**config.mk**
```make
export PLATFORM = sky130hd
export DESIGN_NAME = joystick_axis_conditioner
export DESIGN_NICKNAME = d
export VERILOG_FILES = /design/src/rtl/core/jac_pkg.sv /design/src/rtl/core/jac_cfg.sv /design/src/rtl/core/jac_center.sv /design/src/rtl/core/jac_scale.sv /design/src/rtl/core/jac_axis.sv /design/src/rtl/core/jac_throttle.sv /design/src/rtl/core/joystick_axis_conditioner.sv
export SDC_FILE = /design/constraint.sdc
export NUM_CORES = 2
export LEC_CHECK = 0
export ABC_CLOCK_PERIOD_IN_PS = 18450
export BUFFER_PORTS_ARGS = -buffer_cell sky130_fd_sc_hd__buf_4
export CORE_MARGIN = 2
export CORE_UTILIZATION = 55
export CTS_BUF_LIST = sky130_fd_sc_hd__clkbuf_16
export CTS_CLUSTER_DIAMETER = 50
export CTS_CLUSTER_SIZE = 30
export DETAILED_ROUTE_END_ITERATION = 12
export GPL_ROUTABILITY_DRIVEN = 0
export PLACE_DENSITY = 0.76
export SYNTH_ARGS = -nofsm -noshare
export SYNTH_HDL_FRONTEND = slang
export SYNTH_HIERARCHICAL = 1
export SYNTH_SLANG_ARGS = --single-unit
```
**constraint.sdc**
```tcl
create_clock -name aclk -period 18.45 [get_ports aclk]
set_input_delay 1.845 -clock aclk [delete_from_list [all_inputs] [get_ports aclk]]
set_output_delay 1.845 -clock aclk [all_outputs]
set_load 0.05 [all_outputs]
```
**src/rtl/core/jac_pkg.sv**
```systemverilog
// Shared types and constants for the joystick axis conditioner.
// No dependencies; imported by every module of the block but jac_checker.
`default_nettype none

package jac_pkg;

    localparam int PCT_FULL    = 100;
    localparam int RAW_BITS    = 16;
    localparam int MAG_BITS    = 17;
    localparam int PCT_BITS    = 7;
    localparam int DZ_BITS     = 6;
    localparam int NSTAGE      = 6;
    localparam int PADDR_BITS  = 5;
    localparam int REG_IDX_BITS = 3;

    localparam logic [PCT_BITS-1:0] PCT_MAX = 7'd100;

    // commands carried in tuser
    localparam logic [1:0] CMD_SAMPLE = 2'd0;
    localparam logic [1:0] CMD_CENTER = 2'd1;
    localparam logic [1:0] CMD_CLEAR  = 2'd2;

    // register indexes (byte address = 4 * index)
    localparam logic [REG_IDX_BITS-1:0] REG_DEAD_ZONE  = 3'd0;
    localparam logic [REG_IDX_BITS-1:0] REG_RUDDER_EN  = 3'd1;
    localparam logic [REG_IDX_BITS-1:0] REG_THROT_EN   = 3'd2;
    localparam logic [REG_IDX_BITS-1:0] REG_X_DIR      = 3'd3;
    localparam logic [REG_IDX_BITS-1:0] REG_Y_DIR      = 3'd4;
    localparam logic [REG_IDX_BITS-1:0] REG_RUDDER_DIR = 3'd5;
    localparam logic [REG_IDX_BITS-1:0] REG_THROT_REV  = 3'd6;

    // centered axis slots
    localparam int AX_X      = 0;
    localparam int AX_Y      = 1;
    localparam int AX_RUDDER = 2;

    typedef logic [NSTAGE-1:0] jac_stage_en_t;

    typedef struct packed {
        logic [DZ_BITS-1:0] dead_zone;
        logic               rudder_en;
        logic               throttle_en;
        logic signed [1:0]  x_dir;
        logic signed [1:0]  y_dir;
        logic signed [1:0]  rudder_dir;
        logic               throttle_rev;
    } jac_cfg_t;

    typedef struct packed {
        logic                neg;
        logic [MAG_BITS-1:0] mag;
    } jac_mag_t;

endpackage

`default_nettype wire

```
**src/rtl/core/jac_cfg.sv**
```systemverilog
// APB-style register file for the axis conditioner settings.
// Depends on jac_pkg.
`default_nettype none

module jac_cfg (
    input  wire logic                            aclk,
    input  wire logic                            aresetn,
    input  wire logic                            psel,
    input  wire logic                            penable,
    input  wire logic                            pwrite,
    input  wire logic [jac_pkg::PADDR_BITS-1:0]  paddr,
    input  wire logic [31:0]                     pwdata,
    output logic      [31:0]                     prdata,
    output logic                                 pready,
    output jac_pkg::jac_cfg_t                    cfg
);
    import jac_pkg::*;

    jac_cfg_t                cfg_reg;
    jac_cfg_t                cfg_next;
    logic [REG_IDX_BITS-1:0] reg_idx;
    logic                    wr_en;

    assign pready  = 1'b1;
    assign reg_idx = paddr[PADDR_BITS-1:2];
    assign wr_en   = psel & penable & pwrite & pready;

    always_comb begin
        cfg_next = cfg_reg;
        case (reg_idx)
            REG_DEAD_ZONE:  cfg_next.dead_zone    = pwdata[DZ_BITS-1:0];
            REG_RUDDER_EN:  cfg_next.rudder_en    = pwdata[0];
            REG_THROT_EN:   cfg_next.throttle_en  = pwdata[0];
            REG_X_DIR:      cfg_next.x_dir        = pwdata[1:0];
            REG_Y_DIR:      cfg_next.y_dir        = pwdata[1:0];
            REG_RUDDER_DIR: cfg_next.rudder_dir   = pwdata[1:0];
            REG_THROT_REV:  cfg_next.throttle_rev = pwdata[0];
            default: ;
        endcase
    end

    always_ff @(posedge aclk) begin
        if (!aresetn) begin
            cfg_reg.dead_zone    <= 6'd3;
            cfg_reg.rudder_en    <= 1'b0;
            cfg_reg.throttle_en  <= 1'b0;
            cfg_reg.x_dir        <= 2'sb01;
            cfg_reg.y_dir        <= 2'sb01;
            cfg_reg.rudder_dir   <= 2'sb01;
            cfg_reg.throttle_rev <= 1'b0;
        end else if (wr_en) begin
            cfg_reg <= cfg_next;
        end
    end

    always_comb begin
        case (reg_idx)
            REG_DEAD_ZONE:  prdata = {26'd0, cfg_reg.dead_zone};
            REG_RUDDER_EN:  prdata = {31'd0, cfg_reg.rudder_en};
            REG_THROT_EN:   prdata = {31'd0, cfg_reg.throttle_en};
            REG_X_DIR:      prdata = {30'd0, cfg_reg.x_dir};
            REG_Y_DIR:      prdata = {30'd0, cfg_reg.y_dir};
            REG_RUDDER_DIR: prdata = {30'd0, cfg_reg.rudder_dir};
            REG_THROT_REV:  prdata = {31'd0, cfg_reg.throttle_rev};
            default:        prdata = 32'd0;
        endcase
    end

    assign cfg = cfg_reg;

endmodule

`default_nettype wire

```
**src/rtl/core/jac_center.sv**
```systemverilog
// Center offset store and first pipeline stage: centered difference and magnitude
// for x, y and rudder. Depends on jac_pkg.
`default_nettype none

module jac_center (
    input  wire logic                                   aclk,
    input  wire logic                                   aresetn,
    input  wire logic                                   accept,
    input  wire logic                                   load_en,
    input  wire logic [1:0]                             command,
    input  wire logic signed [jac_pkg::RAW_BITS-1:0]    raw_x,
    input  wire logic signed [jac_pkg::RAW_BITS-1:0]    raw_y,
    input  wire logic signed [jac_pkg::RAW_BITS-1:0]    raw_rudder,
    input  wire logic                                   rudder_en,
    output jac_pkg::jac_mag_t [2:0]                     mag
);
    import jac_pkg::*;

    logic signed [RAW_BITS-1:0] off_reg  [3];
    logic signed [RAW_BITS-1:0] raw_axis [3];
    logic signed [MAG_BITS-1:0] diff     [3];
    jac_mag_t [2:0]             mag_reg;
    jac_mag_t [2:0]             mag_next;

    assign raw_axis[AX_X]      = raw_x;
    assign raw_axis[AX_Y]      = raw_y;
    assign raw_axis[AX_RUDDER] = raw_rudder;

    always_ff @(posedge aclk) begin
        if (!aresetn) begin
            off_reg[AX_X]      <= '0;
            off_reg[AX_Y]      <= '0;
            off_reg[AX_RUDDER] <= '0;
        end else if (accept) begin
            case (command)
                CMD_CENTER: begin
                    off_reg[AX_X]      <= raw_x;
                    off_reg[AX_Y]      <= raw_y;
                    off_reg[AX_RUDDER] <= rudder_en ? raw_rudder : '0;
                end
                CMD_CLEAR: begin
                    off_reg[AX_X]      <= '0;
                    off_reg[AX_Y]      <= '0;
                    off_reg[AX_RUDDER] <= '0;
                end
                default: ;
            endcase
        end
    end

    // 17-bit difference never wraps; its magnitude fits 17 bits unsigned
    always_comb begin
        for (int i = 0; i < 3; i++) begin
            diff[i] = {raw_axis[i][RAW_BITS-1], raw_axis[i]}
                    - {off_reg[i][RAW_BITS-1], off_reg[i]};
            mag_next[i].neg = diff[i][MAG_BITS-1];
            mag_next[i].mag = diff[i][MAG_BITS-1] ? (~diff[i] + 1'b1) : diff[i];
        end
    end

    always_ff @(posedge aclk) begin
        if (load_en) begin
            mag_reg <= mag_next;
        end
    end

    assign mag = mag_reg;

endmodule

`default_nettype wire

```
**src/rtl/core/jac_scale.sv**
```systemverilog
// Two-stage truncating scale to percent: floor(mag * 100 / (2^DIV_BITS - 1)),
// saturated at 100. Reciprocal multiply plus one-step correction. Depends on jac_pkg.
`default_nettype none

module jac_scale #(
    parameter int DIV_BITS = 15
) (
    input  wire logic                              aclk,
    input  wire logic [1:0]                        en,
    input  wire logic [jac_pkg::MAG_BITS-1:0]      mag,
    output logic      [jac_pkg::PCT_BITS-1:0]      pct
);
    import jac_pkg::*;

    localparam int unsigned DIVISOR  = (32'd1 << DIV_BITS) - 32'd1;
    localparam int          SHIFT    = DIV_BITS + 8;
    localparam int unsigned RECIP    = (32'd1 << SHIFT) / DIVISOR;
    localparam int unsigned SCALE_K  = RECIP * PCT_FULL;
    localparam int          K_BITS   = $clog2(SCALE_K + 1);
    localparam int          PROD_BITS = MAG_BITS + K_BITS;
    localparam int          NUM_BITS = MAG_BITS + PCT_BITS;

    logic [PROD_BITS-1:0] prod;
    logic [NUM_BITS-1:0]  num_next;
    logic [NUM_BITS-1:0]  num_reg;
    logic [PCT_BITS-1:0]  q0_reg;
    logic                 sat_reg;
    logic [NUM_BITS-1:0]  back;
    logic [NUM_BITS-1:0]  rem;
    logic [PCT_BITS-1:0]  q;
    logic [PCT_BITS-1:0]  pct_next;
    logic [PCT_BITS-1:0]  pct_reg;

    // estimate is exact or one low whenever the result is below 100
    assign prod     = PROD_BITS'(mag) * PROD_BITS'(SCALE_K);
    assign num_next = NUM_BITS'(mag) * NUM_BITS'(PCT_FULL);

    always_ff @(posedge aclk) begin
        if (en[0]) begin
            num_reg <= num_next;
            q0_reg  <= prod[SHIFT +: PCT_BITS];
            sat_reg <= (mag >= MAG_BITS'(DIVISOR));
        end
    end

    assign back     = NUM_BITS'(q0_reg) * NUM_BITS'(DIVISOR);
    assign rem      = num_reg - back;
    assign q        = q0_reg + PCT_BITS'(rem >= NUM_BITS'(DIVISOR));
    assign pct_next = sat_reg ? PCT_MAX : q;

    always_ff @(posedge aclk) begin
        if (en[1]) begin
            pct_reg <= pct_next;
        end
    end

    assign pct = pct_reg;

endmodule

`default_nettype wire

```
**src/rtl/core/jac_axis.sv**
```systemverilog
// Centered axis path, stages 2 to 6: percent scale, dead zone with rescale
// (two-stage restoring divide), sign and direction. Depends on jac_pkg, jac_scale.
`default_nettype none

module jac_axis #(
    parameter int AXIS_BITS = 16
) (
    input  wire logic                              aclk,
    input  wire jac_pkg::jac_stage_en_t            stage_en,
    input  wire jac_pkg::jac_mag_t                 mag_in,
    input  wire logic [jac_pkg::DZ_BITS-1:0]       dead_zone,
    input  wire logic signed [1:0]                 dir,
    input  wire logic                              negate,
    input  wire logic                              axis_en,
    output logic signed [7:0]                      pos
);
    import jac_pkg::*;

    localparam int NUM_BITS = 14;

    logic [PCT_BITS-1:0]    pct;
    logic                   neg_s2_reg;
    logic                   neg_s3_reg;
    logic                   neg_s4_reg;

    logic [PCT_BITS-1:0]    dz_ext;
    logic                   zone;
    logic [PCT_BITS-1:0]    span;
    logic [PCT_BITS-1:0]    den;
    logic [NUM_BITS-1:0]    num;
    logic [NUM_BITS-1:0]    rem_a;
    logic [NUM_BITS-1:0]    trial_a;
    logic [3:0]             qhi;

    logic [NUM_BITS-1:0]    rem_s4_reg;
    logic [3:0]             qhi_s4_reg;
    logic [PCT_BITS-1:0]    den_s4_reg;
    logic                   zone_s4_reg;

    logic [NUM_BITS-1:0]    rem_b;
    logic [NUM_BITS-1:0]    trial_b;
    logic [2:0]             qlo;
    logic [PCT_BITS-1:0]    mag_pct;
    logic signed [7:0]      sw_next;
    logic signed [7:0]      sw_s5_reg;

    logic signed [2:0]      dir3;
    logic signed [2:0]      fac;
    logic signed [10:0]     prod;
    logic signed [7:0]      pos_next;
    logic signed [7:0]      pos_reg;

    jac_scale #(.DIV_BITS(AXIS_BITS - 1)) u_scale (
        .aclk (aclk),
        .en   (stage_en[2:1]),
        .mag  (mag_in.mag),
        .pct  (pct)
    );

    always_ff @(posedge aclk) begin
        if (stage_en[1]) neg_s2_reg <= mag_in.neg;
        if (stage_en[2]) neg_s3_reg <= neg_s2_reg;
    end

    // stage 4: dead zone test and upper quotient bits
    assign dz_ext = PCT_BITS'(dead_zone);
    assign zone   = (pct <= dz_ext);
    assign span   = pct - dz_ext;
    assign den    = PCT_MAX - dz_ext;
    assign num    = NUM_BITS'(span) * NUM_BITS'(PCT_FULL);

    always_comb begin
        rem_a   = num;
        qhi     = '0;
        trial_a = '0;
        for (int i = 3; i >= 0; i--) begin
            trial_a = NUM_BITS'(den) << (i + 3);
            if (rem_a >= trial_a) begin
                rem_a  = rem_a - trial_a;
                qhi[i] = 1'b1;
            end
        end
    end

    always_ff @(posedge aclk) begin
        if (stage_en[3]) begin
            rem_s4_reg  <= rem_a;
            qhi_s4_reg  <= qhi;
            den_s4_reg  <= den;
            zone_s4_reg <= zone;
            neg_s4_reg  <= neg_s3_reg;
        end
    end

    // stage 5: lower quotient bits and sign
    always_comb begin
        rem_b   = rem_s4_reg;
        qlo     = '0;
        trial_b = '0;
        for (int i = 2; i >= 0; i--) begin
            trial_b = NUM_BITS'(den_s4_reg) << i;
            if (rem_b >= trial_b) begin
                rem_b  = rem_b - trial_b;
                qlo[i] = 1'b1;
            end
        end
    end

    assign mag_pct = zone_s4_reg ? '0 : {qhi_s4_reg, qlo};
    assign sw_next = neg_s4_reg ? (8'sd0 - $signed({1'b0, mag_pct}))
                                : $signed({1'b0, mag_pct});

    always_ff @(posedge aclk) begin
        if (stage_en[4]) begin
            sw_s5_reg <= sw_next;
        end
    end

    // stage 6: direction factor (-2..2), clamp and axis enable
    assign dir3 = {dir[1], dir};
    assign fac  = negate ? (3'sd0 - dir3) : dir3;
    assign prod = $signed({{8{fac[2]}}, fac}) * $signed({{3{sw_s5_reg[7]}}, sw_s5_reg});

    always_comb begin
        priority if (!axis_en) begin
            pos_next = 8'sd0;
        end else if (prod > 11'sd100) begin
            pos_next = 8'sd100;
        end else if (prod < -11'sd100) begin
            pos_next = -8'sd100;
        end else begin
            pos_next = prod[7:0];
        end
    end

    always_ff @(posedge aclk) begin
        if (stage_en[5]) begin
            pos_reg <= pos_next;
        end
    end

    assign pos = pos_reg;

endmodule

`default_nettype wire

```
**src/rtl/core/jac_throttle.sv**
```systemverilog
// Throttle path, stages 1 to 6: offset from axis minimum, percent scale,
// reversal and end dead zones. Depends on jac_pkg, jac_scale.
`default_nettype none

module jac_throttle #(
    parameter int AXIS_BITS = 16
) (
    input  wire logic                                aclk,
    input  wire jac_pkg::jac_stage_en_t              stage_en,
    input  wire logic signed [jac_pkg::RAW_BITS-1:0] raw_throttle,
    input  wire logic [jac_pkg::DZ_BITS-1:0]         dead_zone,
    input  wire logic                                reverse,
    input  wire logic                                axis_en,
    output logic [jac_pkg::PCT_BITS-1:0]             pos
);
    import jac_pkg::*;

    localparam int OFS_BITS = MAG_BITS + 1;

    logic signed [OFS_BITS-1:0] ofs;
    jac_mag_t                   t_s1_reg;
    logic                       neg_s2_reg;
    logic                       neg_s3_reg;
    logic [PCT_BITS-1:0]        pct;

    logic [PCT_BITS-1:0]        dz_ext;
    logic [PCT_BITS-1:0]        v0;
    logic [PCT_BITS-1:0]        v1;
    logic [PCT_BITS-1:0]        hi;
    logic [PCT_BITS-1:0]        v_next;
    logic [PCT_BITS-1:0]        v_s4_reg;
    logic [PCT_BITS-1:0]        v_s5_reg;
    logic [PCT_BITS-1:0]        pos_reg;

    // raw minus the axis minimum; negative only when AXIS_BITS is below 16
    assign ofs = {{(OFS_BITS-RAW_BITS){raw_throttle[RAW_BITS-1]}}, raw_throttle}
               + OFS_BITS'(32'd1 << (AXIS_BITS - 1));

    always_ff @(posedge aclk) begin
        if (stage_en[0]) begin
            t_s1_reg.neg <= ofs[OFS_BITS-1];
            t_s1_reg.mag <= ofs[MAG_BITS-1:0];
        end
    end

    jac_scale #(.DIV_BITS(AXIS_BITS)) u_scale (
        .aclk (aclk),
        .en   (stage_en[2:1]),
        .mag  (t_s1_reg.mag),
        .pct  (pct)
    );

    always_ff @(posedge aclk) begin
        if (stage_en[1]) neg_s2_reg <= t_s1_reg.neg;
        if (stage_en[2]) neg_s3_reg <= neg_s2_reg;
    end

    // lower dead zone wins over upper
    assign dz_ext = PCT_BITS'(dead_zone);
    assign v0     = neg_s3_reg ? '0 : pct;
    assign v1     = reverse ? (PCT_MAX - v0) : v0;
    assign hi     = PCT_MAX - dz_ext;

    always_comb begin
        priority if (v1 <= dz_ext) begin
            v_next = '0;
        end else if (v1 >= hi) begin
            v_next = PCT_MAX;
        end else begin
            v_next = v1;
        end
    end

    always_ff @(posedge aclk) begin
        if (stage_en[3]) v_s4_reg <= v_next;
        if (stage_en[4]) v_s5_reg <= v_s4_reg;
        if (stage_en[5]) pos_reg  <= axis_en ? v_s5_reg : '0;
    end

    assign pos = pos_reg;

endmodule

`default_nettype wire

```
**src/rtl/core/joystick_axis_conditioner.sv**
```systemverilog
// Channel   | Dir | Payload
// s_ stream | in  | tdata: raw_x, raw_y, raw_rudder, raw_throttle; tuser: command
// m_ stream | out | tdata: pos_x, pos_y, pos_rudder, pos_throttle
// APB       | in  | seven settings registers at 4-byte steps
//
// Six register stages; an accepted sample beat passes through all six to reach m_.
// One beat per cycle while m_tready is high; center and clear beats update the
// offsets at the accepting edge and produce no output. Each stage holds a valid
// bit and empty stages fill while the output is stalled. aresetn (synchronous)
// clears valid bits, offsets and settings. Depends on jac_pkg and all jac_* modules.
`default_nettype none

module joystick_axis_conditioner #(
    parameter int AXIS_BITS = 16
) (
    input  wire logic                              aclk,
    input  wire logic                              aresetn,
    input  wire logic                              psel,
    input  wire logic                              penable,
    input  wire logic                              pwrite,
    input  wire logic [jac_pkg::PADDR_BITS-1:0]    paddr,
    input  wire logic [31:0]                       pwdata,
    output logic      [31:0]                       prdata,
    output logic                                   pready,
    input  wire logic                              s_tvalid,
    output logic                                   s_tready,
    // raw_x[15:0], raw_y[31:16], raw_rudder[47:32], raw_throttle[63:48]
    input  wire logic [63:0]                       s_tdata,
    // command[1:0]
    input  wire logic [1:0]                        s_tuser,
    output logic                                   m_tvalid,
    input  wire logic                              m_tready,
    // pos_x[7:0], pos_y[15:8], pos_rudder[23:16], pos_throttle[30:24], zero[31]
    output logic [31:0]                            m_tdata
);
    import jac_pkg::*;

    jac_cfg_t            cfg;
    jac_stage_en_t       stage_en;
    logic [NSTAGE-1:0]   v_reg;
    logic [NSTAGE-1:0]   v_next;
    logic                accept;
    jac_mag_t [2:0]      mag;
    logic signed [7:0]   pos_x;
    logic signed [7:0]   pos_y;
    logic signed [7:0]   pos_rudder;
    logic [PCT_BITS-1:0] pos_throttle;

    jac_cfg u_cfg (
        .aclk    (aclk),
        .aresetn (aresetn),
        .psel    (psel),
        .penable (penable),
        .pwrite  (pwrite),
        .paddr   (paddr),
        .pwdata  (pwdata),
        .prdata  (prdata),
        .pready  (pready),
        .cfg     (cfg)
    );

    // a stage loads when it is empty or the stage after it loads
    always_comb begin
        stage_en[NSTAGE-1] = !v_reg[NSTAGE-1] || m_tready;
        for (int k = NSTAGE - 2; k >= 0; k--) begin
            stage_en[k] = !v_reg[k] || stage_en[k+1];
        end
    end

    assign s_tready = stage_en[0];
    assign accept   = s_tvalid && s_tready;

    always_comb begin
        v_next = v_reg;
        if (stage_en[0]) v_next[0] = accept && (s_tuser == CMD_SAMPLE);
        for (int k = 1; k < NSTAGE; k++) begin
            if (stage_en[k]) v_next[k] = v_reg[k-1];
        end
    end

    always_ff @(posedge aclk) begin
        if (!aresetn) begin
            v_reg <= '0;
        end else begin
            v_reg <= v_next;
        end
    end

    jac_center u_center (
        .aclk       (aclk),
        .aresetn    (aresetn),
        .accept     (accept),
        .load_en    (stage_en[0]),
        .command    (s_tuser),
        .raw_x      (s_tdata[15:0]),
        .raw_y      (s_tdata[31:16]),
        .raw_rudder (s_tdata[47:32]),
        .rudder_en  (cfg.rudder_en),
        .mag        (mag)
    );

    jac_axis #(.AXIS_BITS(AXIS_BITS)) u_axis_x (
        .aclk      (aclk),
        .stage_en  (stage_en),
        .mag_in    (mag[AX_X]),
        .dead_zone (cfg.dead_zone),
        .dir       (cfg.x_dir),
        .negate    (1'b1),
        .axis_en   (1'b1),
        .pos       (pos_x)
    );

    jac_axis #(.AXIS_BITS(AXIS_BITS)) u_axis_y (
        .aclk      (aclk),
        .stage_en  (stage_en),
        .mag_in    (mag[AX_Y]),
        .dead_zone (cfg.dead_zone),
        .dir       (cfg.y_dir),
        .negate    (1'b0),
        .axis_en   (1'b1),
        .pos       (pos_y)
    );

    jac_axis #(.AXIS_BITS(AXIS_BITS)) u_axis_rudder (
        .aclk      (aclk),
        .stage_en  (stage_en),
        .mag_in    (mag[AX_RUDDER]),
        .dead_zone (cfg.dead_zone),
        .dir       (cfg.rudder_dir),
        .negate    (1'b0),
        .axis_en   (cfg.rudder_en),
        .pos       (pos_rudder)
    );

    jac_throttle #(.AXIS_BITS(AXIS_BITS)) u_throttle (
        .aclk         (aclk),
        .stage_en     (stage_en),
        .raw_throttle (s_tdata[63:48]),
        .dead_zone    (cfg.dead_zone),
        .reverse      (cfg.throttle_rev),
        .axis_en      (cfg.throttle_en),
        .pos          (pos_throttle)
    );

    assign m_tvalid = v_reg[NSTAGE-1];
    assign m_tdata  = {1'b0, pos_throttle, pos_rudder, pos_y, pos_x};

endmodule

`default_nettype wire

```
==> results.txt <==
Max reg flops -> 54
Setup violations, final -> 0
IO Pins -> 177
CTS clk-pin slew, worst paths -> 60 ps
Number of global-route vias before repair -> 39,378
Die H -> 311.9 um
Unique masters post-synth -> 141
Synth Flop Type -> edfxtp_1
# Post-CTS Setup Buffers -> 0
Critical hold path startpoint -> u_center/mag[53]
Worst Path Required -> 18,840 ps
Critical path endpoint category -> flop
Final min period -> 14,290 ps
Post-DP HPWL -> 87.93 mm
Drt pass-1 iters -> 6
Via density -> 5.574
Ant. Diodes -> 0
Mapped Area -> 0.05213 sq mm
Max Freq -> 69.99 MHz
Synth warnings -> 6
Register area share after synthesis -> 0.2316
Post-synth top area share -> 0.2235
Post-cts gate resize count -> 0
Final global-route overflow total -> 0
Crit path max fanout -> 14
Worst setup path startpoint -> u_cfg/cfg[11]
Clock skew -> 47.33 ps
Setup_tns -> 0 ps
First-iteration detailed-routing DRC count -> 2,514
Status -> complete, no violations
P&R area growth vs syn -> 7.743%
Core Rows -> 112
Startpoint Class -> flop
Post-synth ARST share -> 0
Count leader, synth -> inv_1
First-pass GRT wire length -> 183.4 mm
CP Class -> flop to flop
CTS sink cnt -> 409
CTS max path bufs -> 3
Max Cap Viol -> 0
Hold Crit Class -> flop to flop
Number of synthesized flops with an enable pin -> 388
Least-Margin Pin Slew -> 1182 ps
R2R depth -> 54
Routed len/inst -> 15.09 um
Total CTS buffers -> 55
CTS Hold Bufs -> 0
Sequential Area -> 0.01207 sq mm
Port buffer count -> 120
Max stage delay on crit path -> 720 ps
Final period utilization -> 0.7744
Yosys top cell by area -> edfxtp_1
Core region area -> 0.09361 sq mm
Area of the die -> 0.09725 sq mm
Antenna violations before repair -> 1
Fin. Hold Viols -> 0
Footprint of the multi-input gates -> 0.03591 sq mm
CTS tree -> built
Post-DRT Antenna Nets -> 0
Largest net degree at the start of global routing -> 72
Most common cell on crit path -> ha_1
Via count -> 39,645
Crit-path slowest cell -> dfxtp_1
WHS Path Cells -> 0
Die width -> 311.9 um
# DRC -> 0
Total GRT Usage -> 0.2216
Number of synthesized register bits -> 409
Fill count -> 7,933
Total Nets Final -> 6,995
R2r startpoint -> u_cfg/cfg[11]
Cells after synthesis -> 5,699
Synth area leaders -> edfxtp_1, ha_1, fa_1
Fraction of layout cells with a size suffix above 1 -> 0.07409
Syn Area/Cell -> 9.147 sq um
Most frequent cells after synthesis -> inv_1, ha_1, edfxtp_1, a21oi_1, nand2_1
Slew HR -> 0.2114
Clock Latency Late Sink -> 680 ps
Htree depth -> 2
Slew Viols, Final -> 0
CP Data Arrival Time -> 14,670 ps
Initial Utilization -> 0.5568
Final WL -> 107.3 mm
RSZ-0062 raised after global routing -> false
CTS root buf -> clkbuf_16
[worst max-delay path, delay by kind of cell, from the launching register on]
family                   cells  cell delay [ps]
AO/OA/AOI/OAI               21             4690
XOR/XNOR                     3              940
adder cells (fa/ha/maj)      9             2810
AND/OR/NAND/NOR             13             3020
flip-flops                   1              720
multiplexers                 3             1140
buffers and inverters        5              660
[logic make-up after synthesis]
logic type,count (synthesis),synth area share
simple gates,1390,0.1407
mux,104,0.02247
buf+inv,1094,0.08269
flops,409,0.2316
compound gates,1227,0.1589
xor+xnor,397,0.06671
fa+ha+maj,1073,0.2966
other cells,5,0.0003601
[layer usage]
metal,global-route usage,vias to the layer above,part of all wire
met3,0.02170,184,0.042
met4,0.06938,0,0.028
met2,0.3868,845,0.48
met5,0,-,0
met1,0.2890,18671,0.45
li1,-,19945,-
[path summary, 6_finish.rpt]
kind                                 end  slack, ps
max          u_axis_rudder/rem_s4_reg[5]       4160
min             u_axis_rudder/neg_s2_reg        410
max reg2reg  u_axis_rudder/rem_s4_reg[5]       4160
min reg2reg     u_axis_rudder/neg_s2_reg        410
[cell type report]
type | count | area share
inverter | 978 | 0.06541
clock inverter | 48 | 0.01014
clock buffer | 55 | 0.02451
multi-input combinational | 4236 | 0.6394
sequential | 409 | 0.2149
tap | 1254 | 0.02794
timing repair buffer | 132 | 0.01764
[layout by cell type, fill, tap and decap left out, types with 22 or more instances in the layout]
master     Yosys  final
inv_1        972    973
ha_1         802    802
edfxtp_1     388    388
a21oi_1      363    363
nand2_1      322    321
nor2_1       300    300
xnor2_1      284    284
fa_1         271    271
o21ai_0      212    212
buf_4         32    132
a21o_1       122    122
xor2_1       113    113
nand3_1      113    112
and2_1        93     93
nor2b_1       88     88
nor3_1        76     76
nand2b_1      75     75
nand4_1       62     62
mux2i_1       57     57
clkbuf_16      0     55
o21a_1        54     54
and3_1        49     49
conb_1         5     45
a31oi_1       43     43
or2_2         40     40
a211oi_1      37     37
o211ai_1      37     37
o21bai_1      32     32
o31ai_1       32     32
mux2_2        28     28
or3_1         23     23
a21boi_0      22     22
[per-stage QoR]
step | cells | worst slack (ps) | utilization | cell area, sq um | hold WS [ps]
after global routing | 7112 | 2907 | 0.6000 | 56160 | 418.7
final | 7112 | 4163 | 0.6000 | 56160 | 414.1
after floorplan | 5739 | 5719 | - | 52280 | 400.3
after detailed placement | 7009 | 4165 | 0.5792 | 54220 | 404.5
after global placement | 7009 | 4429 | 0.5792 | 54220 | 404.9
after CTS | 7112 | 4137 | 0.6000 | 56160 | 414.7
Power is not shown: default switching activity piles up to over one toggle a cycle in this logic, so the estimate is an artifact.
